File: src/least_loaded_server_registry_unit_macros.svh
// ----------------------------------------------------------------------------
// Least loaded server registry assertion macros
// Shared concurrent assertion forms for the registry RTL.
// ----------------------------------------------------------------------------
`ifndef LEAST_LOADED_SERVER_REGISTRY_UNIT_MACROS_SVH
`define LEAST_LOADED_SERVER_REGISTRY_UNIT_MACROS_SVH

// The consequent must hold in the same cycle as the antecedent.
`define LLSR_ASSERT_SAME(label, clk, rst, ante, cons) \
   label: assert property (@(posedge clk) disable iff (rst) (ante) |-> (cons)) \
      else $error("registry assertion failed");

// The consequent must hold in the cycle after the antecedent.
`define LLSR_ASSERT_NEXT(label, clk, rst, ante, cons) \
   label: assert property (@(posedge clk) disable iff (rst) (ante) |=> (cons)) \
      else $error("registry assertion failed");

`endif

File: src/llsr_ram.sv
// ----------------------------------------------------------------------------
// Registry RAM
// Simple dual port RAM with one write port and a registered read port.
// ----------------------------------------------------------------------------
module llsr_ram #(
   parameter int WIDTH = 8,
   parameter int DEPTH = 16,
   localparam int AW = (DEPTH > 1) ? $clog2(DEPTH) : 1
) (
   input  logic             clock,
   input  logic             wr_en,
   input  logic [AW-1:0]    wr_addr,
   input  logic [WIDTH-1:0] wr_data,
   input  logic [AW-1:0]    rd_addr,
   output logic [WIDTH-1:0] rd_data
);

   logic [WIDTH-1:0] mem_ff [DEPTH];
   logic [WIDTH-1:0] rd_data_ff;

   always_ff @(posedge clock) begin
      if (wr_en) begin
         mem_ff[wr_addr] <= wr_data;
      end
      rd_data_ff <= mem_ff[rd_addr];
   end

   assign rd_data = rd_data_ff;

endmodule

File: config.mk
export PLATFORM = sky130hd
export DESIGN_NAME = llsr_ram
export DESIGN_NICKNAME = d
export VERILOG_FILES = /design/src/least_loaded_server_registry_unit_macros.svh /design/src/llsr_ram.sv
export SDC_FILE = /design/constraint.sdc
export NUM_CORES = 1
export LEC_CHECK = 0
export ABC_AREA = 1
export BUFFER_PORTS_ARGS = -buffer_cell sky130_fd_sc_hd__buf_2
export CAP_MARGIN = 20
export CORE_UTILIZATION = 47
export DETAILED_ROUTE_END_ITERATION = 6
export MAX_ROUTING_LAYER = met4
export SLEW_MARGIN = 20
export SYNTH_ARGS = -nofsm -noshare
export SYNTH_HDL_FRONTEND = slang
export SYNTH_SLANG_ARGS = --single-unit
File: constraint.sdc
create_clock -name clock -period 1.4 [get_ports clock]
set_clock_uncertainty 0.1 [all_clocks]
set_input_delay 0.14 -clock clock [delete_from_list [all_inputs] [get_ports clock]]
set_output_delay 0.14 -clock clock [all_outputs]
set_load 0.01 [all_outputs]
==> reports/metrics.cfg <==
[yosys]
syn_avg_cell_area_um2=10.5
synth_edf_count=128
yosys.area.top_type_share_pct=66.7
yosysWarnings=0
syn-num-nets=569
synthArstFlopShare_pct=0
synth_flop_cell=edfxtp_1
synth_commonest_cells=173 x nand2_1, 128 x edfxtp_1, 100 x inv_1, 97 x nand3_1, 17 x nor2_1
ys_seq_area_share_pct=69.4
synth_top_cell_by_area=edfxtp_1
ys_ff_latch=136
synth.most_common_cell=nand2_1
ys_types=12
synth_top_cells_by_area=edfxtp_1 67%, nand2_1 11%, nand3_1 8.4%
syn_area_um2=5770
synth_cells=551

[clock_tree]
hold_buffers=1
postCtsResizedCells=0
clock_latency_ps=420
root_buffer=clkbuf_16
h-tree-depth=4
clock_path_buffers=2
clock-sinks=136
postCtsSetupBuffers=0
cts_tree=done
cts_buffers=17
clk_pin_slew_ps=60

[power_and_ir_drop]
switching_power_mw=2.07
finalPower_mw=9.83
switching_share_pct=21.0
worst_ir_drop_vdd_mv=0.753
leakage_nw=2.98
internal_power_mw=7.76
combPwrFrac_pct=5.9
powerDensity_nw_per_um2=1440
clockPowerShare_pct=47.4
p_seq_share_pct=46.7

[final_layout]
drive_gt1_share_pct=13.9
nFillCells=1003
diodes=0
final_core_util_pct=56.9
final-seq-area_um2=4000
syn2layout_area_growth_pct=18.0
nets=618
fin_area_um2=6800
multi_input_area_um2=1210

[job]
drv_cap=0

[drt]
vias=3829
first_pass_iters=5
drt_wl_total_um=13200
ant_nets=0
drtIter0Drc=256
vias_per_cell=5.04
drcViolationCount=0
wl_per_cell_um=17.4

[global_route]
track_usage_pct=23.6
grt_max_degree=33
gr-total-overflow=0
grt_pass1_vias=3865
antenna_found_initial=0
grt_pass1_wl_um=20800

[setup_path]
cp-end-kind=output pin
critical_path_class=reg2out
worstPathCellList=buf_2
cp.depth=1
crit_path_start_kind=flip-flop
rr_worst_depth=6
cp_data_arrival_time_ps=990
crit_path_end=rd_data[0]
crit_required_ps=1160
critPathBufInv=1
timing.rr.start=mem_ff[15][0]
rrSetupSlack_ps=300
path_delay_family=flip-flops
path_max_fanout=1
cpMaxStageDelayCell=dfxtp_1
r2r-end=rd_data[0]
crit_start=rd_data[0]
critPathMaxStageDelay_ps=410

[timing]
max_freq_mhz=814
tightest_slew_ps=367
maxSlewHeadroom_pct=75.5
fin_setup_tns_ps=0
finalMaxSlewViolations=0
period_share_pct=87.7
period_minus_slack_ps=1230
grt_setup_unrepaired=no
finalSetupViolCount=0
hold_viol=0

[status]
status=completed

[floorplanning]
top_level_ports=26
die-height_um=113
core_um2=12000
dieArea_um2=12700
initial_utilization_pct=48.2
rows=40
dieWidth_um=113

[placed_design]
place.gp.congestion=0.847
place_area_um2=6170
dpl.hpwl_um=8400
port_buffers=25

[worst_hold_path]
worstHoldPathType=in2reg

worst min-delay path by stage:
stage               cells past startpoint  startpoint            end  slack, ps
floorplan                               0  wr_data[0]   mem_ff[0][0]        140
global placement                        3  rd_addr[3]     rd_data[1]        420
detailed placement                      3  rd_addr[3]     rd_data[1]        410
CTS                                     1  wr_data[6]   mem_ff[8][6]          5
global route                            1  wr_data[6]  mem_ff[12][6]         20
finish                                  1  wr_data[6]  mem_ff[12][6]         10
cells in the final DEF (no fill, tap or decap):
master,instances
nand2_1,173
buf_4,24
clkbuf_8,1
nand3_1,97
clkinv_2,3
buf_12,4
dlygate4sd3_1,1
clkbuf_16,17
nand3b_1,2
dfxtp_1,8
clkbuf_1,2
clkinv_4,3
edfxtp_1,128
clkinvlp_4,2
bufinv_16,4
nor2_1,17
inv_1,100
buf_2,25
inv_2,2
power by group through the flow:
stage | combinational, mW | clock [mW] | sequential (mW)
floorplan | 0.321 | 0 | 4.67
global placement | 0.567 | 0 | 4.67
detailed placement | 0.576 | 0 | 4.68
CTS | 0.584 | 4.72 | 4.59
global route | 0.647 | 4.86 | 4.60
finish | 0.581 | 4.66 | 4.59
metrics by stage:
stage | std cells | worst slack (ps) | hold WS (ps)
2_1_floorplan | 551 | 209 | 139
3_3_place_gp | 727 | 29.6 | 418
3_5_place_dp | 727 | -8.87 | 409
4_1_cts | 760 | 148 | 5.29
5_1_grt | 760 | 158 | 24.7
6_report | 760 | 172 | 15.0
worst register-to-register path, stage by stage (launching register included):
cell and delay [ps]:
edfxtp_1 360, inv_1 60, nand2_1 60, nand3_1 100, nand3_1 100, nand3_1 140, nand2_1 80
flip-flops by register name, summed over array words and instances (netlist names):
register,count
mem_ff,128
rd_data,8
cells by family (layout without fill, tap and decap cells):
group / after synthesis / after routing / synth area share (%)
simple gates: 289 / 289 / 21.0
buf+inv: 126 / 188 / 9.52
flops: 136 / 136 / 69.4
metal layers:
| metal | wire length [um] | global-route usage, % |
|---|---|---|
| met2 | 6490 | 37.4 |
| met3 | 622 | 5.68 |
| met1 | 5720 | 28.6 |
| met4 | 382 | 11.4 |
| met5 | 0 | - |
final cells by class:
cell class              instances  share of cell area, %
inverters                     102                   5.63
well taps                     147                   2.70
flip-flops and latches        136                   58.9
clock inverters                12                   2.59
multi-input cells             289                   17.8
repair buffers                 54                   5.81
clock buffers                  20                   6.57
Note: power is estimated with default switching activity, not from simulation.
